<file path="src/ntid_pkg.sv">
`default_nettype none
// ----------------------------------------------------------------------------
// ntid_pkg: shared types and constants for the name-to-id lookup table
// Request and status codes, per-cell control word and parameter defaults.
// ----------------------------------------------------------------------------
package ntid_pkg;

  // Parameter defaults
  localparam int TABLE_ENTRIES_DEF = 64;
  localparam int NAME_BYTES_DEF    = 8;

  // Fixed field widths
  localparam int ID_W    = 8;
  localparam int NAME_W  = 64;
  localparam int BYTES_W = 4;

  // Shortest message that carries a name
  localparam logic [BYTES_W-1:0] MIN_MSG_BYTES = 4'd3;

  typedef enum logic [1:0] {
    REQ_REGISTER = 2'd0,
    REQ_LOOKUP   = 2'd1,
    REQ_STOP     = 2'd2,
    REQ_UNKNOWN  = 2'd3
  } req_t;

  typedef enum logic [2:0] {
    ST_OK        = 3'd0,
    ST_RECV_FAIL = 3'd1,
    ST_SHORT     = 3'd2,
    ST_FULL      = 3'd3,
    ST_NOT_FOUND = 3'd4,
    ST_UNKNOWN   = 3'd5
  } status_t;

  // Control broadcast to every cell of the chain
  typedef struct packed {
    logic cmp_en;    // compare stored name against the incoming word
    logic shift_en;  // take the neighbor's entry (append at the head)
    logic upd_en;    // overwrite the id of the matching entry
  } cell_ctrl_t;

endpackage : ntid_pkg
`default_nettype wire

</file>
<file path="src/ntid_cell.sv">
`default_nettype none
// ----------------------------------------------------------------------------
// ntid_cell: one entry of the lookup chain
// Holds a name and an id, flags a match against the incoming name and shifts
// its entry to the next cell when a new name is appended at the head.
// ----------------------------------------------------------------------------
module ntid_cell
  import ntid_pkg::*;
#(
  parameter int KEY_W = NAME_BYTES_DEF * 8
) (
  input  wire logic             clk,
  input  wire logic             rst_n,
  input  wire cell_ctrl_t       ctrl,
  input  wire logic             live,
  input  wire logic [KEY_W-1:0] cmp_key,
  input  wire logic [ID_W-1:0]  new_id,
  input  wire logic [KEY_W-1:0] prev_key,
  input  wire logic [ID_W-1:0]  prev_id,
  output logic [KEY_W-1:0]      key_r,
  output logic [ID_W-1:0]       id_r,
  output logic                  hit_r
);

  logic hit_nxt;

  // Match only entries that lie below the fill count
  always_comb begin
    hit_nxt = hit_r;
    if (ctrl.cmp_en) begin
      hit_nxt = live && (key_r == cmp_key);
    end
  end

  always_ff @(posedge clk) begin
    if (!rst_n) begin
      hit_r <= 1'b0;
    end else begin
      hit_r <= hit_nxt;
    end
  end

  // Shift the neighbor's entry in, or update the id in place on a hit
  always_ff @(posedge clk) begin
    if (ctrl.shift_en) begin
      key_r <= prev_key;
      id_r  <= prev_id;
    end else if (ctrl.upd_en && hit_r) begin
      id_r  <= new_id;
    end
  end

endmodule : ntid_cell
`default_nettype wire

</file>
<file path="config.mk">
export PLATFORM = sky130hd
export DESIGN_NAME = ntid_cell
export DESIGN_NICKNAME = d
export VERILOG_FILES = /design/src/ntid_pkg.sv /design/src/ntid_cell.sv
export SDC_FILE = /design/constraint.sdc
export NUM_CORES = 1
export LEC_CHECK = 0
export BUFFER_PORTS_ARGS = -buffer_cell sky130_fd_sc_hd__clkbuf_2
export CORE_MARGIN = 5
export CORE_UTILIZATION = 37
export CTS_CLUSTER_SIZE = 10
export DETAILED_ROUTE_END_ITERATION = 6
export HOLD_SLACK_MARGIN = 0.08
export MAX_ROUTING_LAYER = met4
export PLACE_DENSITY = 0.77
export SYNTH_ARGS = -nofsm -noshare
export SYNTH_HDL_FRONTEND = slang
export SYNTH_SLANG_ARGS = --single-unit
</file>
<file path="constraint.sdc">
create_clock -name clk -period 1.4 [get_ports clk]
set_input_delay 0.42 -clock clk [delete_from_list [all_inputs] [get_ports clk]]
set_output_delay 0.42 -clock clk [all_outputs]
set_load 0.02 [all_outputs]
</file>
==> impl_results.md <==
- Status: finished with violations
- Failing checks: negative setup slack
- CTS Buffer Depth: 2
- Cells after synthesis: 194
- Die X: 101 um
- Clk sink count: 73
- Drt pass-1 iters: 4
- Sequential cell area fraction in the yosys report: 0.709
- Slowest CP cell: edfxtp_1
- DIE HEIGHT: 101 um
- PwrDens: 1060 nW/um2
- Final hold violations: 0
- Initial DRC count: 72
- Global-route wire length before repair: 13.4 mm
- Tot Pwr: 0.00538 W
- Hold/Removal Path Class: input port to register
- CTS tree: done
- Worst Skew: 6.60 ps
- Post-layout util: 0.618
- Max Fclk: 0.643 GHz
- Core area: 8180 um2
- CTS Hold Bufs: 0
- Largest net degree at the start of global routing: 42
- CP startpoint kind: register
- Antenna cells: 0
- GRT Residual Overflow: 0
- WS Path Type: register to register
- Final #Nets: 609
- CP peak stage delay: 400 ps
- Post-Place Cells: 545
- Commonest non-fill, non-tap cells in the layout: 197 x clkbuf_2, 72 x edfxtp_1, 41 x xnor2_1, 24 x buf_6, 17 x buf_4
- Worst-Skew Late Latency: 340 ps
- Cell Chain, Critical Path: nor2b_1, a2111o_1, nor4_1, nand4_1, o21ai_1
- Critical Path AT: 1820 ps
- Worst Tran Pin Value: 386 ps
- Lkg Pwr: 2.27 nW
- Antenna violations before repair: 0
- Clock Tree Root: clkbuf_8
- Slew HR: 0.740
- IO buf count: 222
- Setup violators final: 16
- Worst-path fanout max: 2
- Avg WL per Cell: 16.3 um
- Kind of end point of the critical path: register
- CTS H-tree depth: 3
- Final Slew Violations: 0
- Global Route Usage Sum: 0.178
- Yosys reg bits: 73
- Max-cap violations: 0
- Syn_nets: 344
- DRC Markers: 0
- Leading cell type in the layout, fill and taps excluded: clkbuf_2
- Routed Wire Length: 9.30 mm
- Synth Cell Area: 3080 um2
- YS warnings: 0
- Final Cycle Share: 1.11
- Fin crit period: 1560 ps
- Worst VDD drop: 0.000579 V
- Clk slew on worst S/H paths: 70 ps
- Setup_tns: -601 ps
- Rows: 33
- Ratio of cells with drive above 1 in the final layout: 0.608
- DR vias: 2618
- Cts bufs inserted: 9
- RSZ-0062 raised after global routing: true
- Yosys cell types: 23
- Starting Density: 0.377
- Die Area: 10200 um2
- Vias/cell: 4.60
- Layout area overhead: 64.2%
- GPL Wtd Cong: 0.936
- Vias in the first global route: 2854
- Num ports: 223
- Post-DP HPWL: 7.66 mm
- Syn Area/Cell: 15.9 um2
- Finished Layout Cells: 569
- Post-DRT Antenna Nets: 0
- Critical Path RT: 1660 ps
- Final worst slack: -156 ps
## state kept, by name (all words and copies together), names as in the netlist
signal  flops
hit_r       1
id_r        8
key_r      64
## cells by family (layout without fill, tap and decap cells)
family / after synthesis / in the layout / synth area share
AO/OA/AOI/OAI: 15 / 15 / 0.0390
XOR/XNOR: 46 / 46 / 0.131
buffers and inverters: 15 / 285 / 0.0183
flip-flops: 73 / 73 / 0.709
multiplexers: 8 / 8 / 0.0293
AND/OR/NAND/NOR: 37 / 37 / 0.0740
## timing repair
item	CTS	global route
setup buffers	6	2
pin swaps	6	0
endpoints found under the setup margin	18	27
gates resized for setup	38	54
## stage by stage
stage | hold WS [ps] | area (um2) | setup WS, ps
floorplan | 519 | 3080 | -109
global placement | 541 | 4520 | -222
detailed placement | 547 | 4520 | -276
CTS | 230 | 4920 | -105
global route | 227 | 5050 | -205
finish | 254 | 5050 | -156
## final cells by class
cell class	instances	area [um2]
tap	105	131
sequential	73	2180
fill	653	3120
multi-input combinational	106	887
inverter	14	52.6
clock buffer	11	131
timing repair buffer	255	1620
clock inverter	5	46.3
## worst paths after layout
kind	startpoint	end	slack, ps	cells past startpoint
max reg2reg	key_r[18]	hit_r	-160	5
max	key_r[18]	hit_r	-160	5
min reg2reg	hit_r	hit_r	550	2
min	prev_key[31]	key_r[31]	250	1
## synth_stat cells (all sizes together)
cell | number | share of area
edfxtp | 72 | 0.70
xnor2 | 43 | 0.12
inv | 14 | 0.017
nand4 | 11 | 0.022
nand2b | 9 | 0.018
mux2 | 8 | 0.029
nor2b | 6 | 0.012
nor4 | 6 | 0.012
o22ai | 5 | 0.010
nand3 | 3 | 0.0049
o2111ai | 3 | 0.0085
xor2 | 3 | 0.0085
a2111o | 2 | 0.0073
a21o | 1 | 0.0024
a221o | 1 | 0.0033
a22o | 1 | 0.0028
clkbuf | 1 | 0.0012
dfxtp | 1 | 0.0065
nand3b | 1 | 0.0024
nor3 | 1 | 0.0016
o21ai | 1 | 0.0016
o2bb2ai | 1 | 0.0028
## layer usage
layer  up-vias  global-route usage  part of all wire
li1       1254                   -                 -
met1      1215               0.186              0.33
met2       134               0.321              0.56
met3        15              0.0496             0.092
met4         0              0.0613             0.017
met5         -                   -                 0
## where the power goes
| part | internal (W) | switching, W | total (W) |
|---|---|---|---|
| sequential | 0.00260 | 0.000116 | 0.00272 |
| combinational | 0.000603 | 0.000549 | 0.00115 |
| clock | 0.000804 | 0.000700 | 0.00150 |
| total | 0.00401 | 0.00137 | 0.00538 |
## critical path: cells and delay by family, from the launching register on
kind            cells  cell delay [ps]
compound gates      2              480
simple gates        3              600
flops               1              400
No activity file was read; power rests on OpenSTA's default activity.
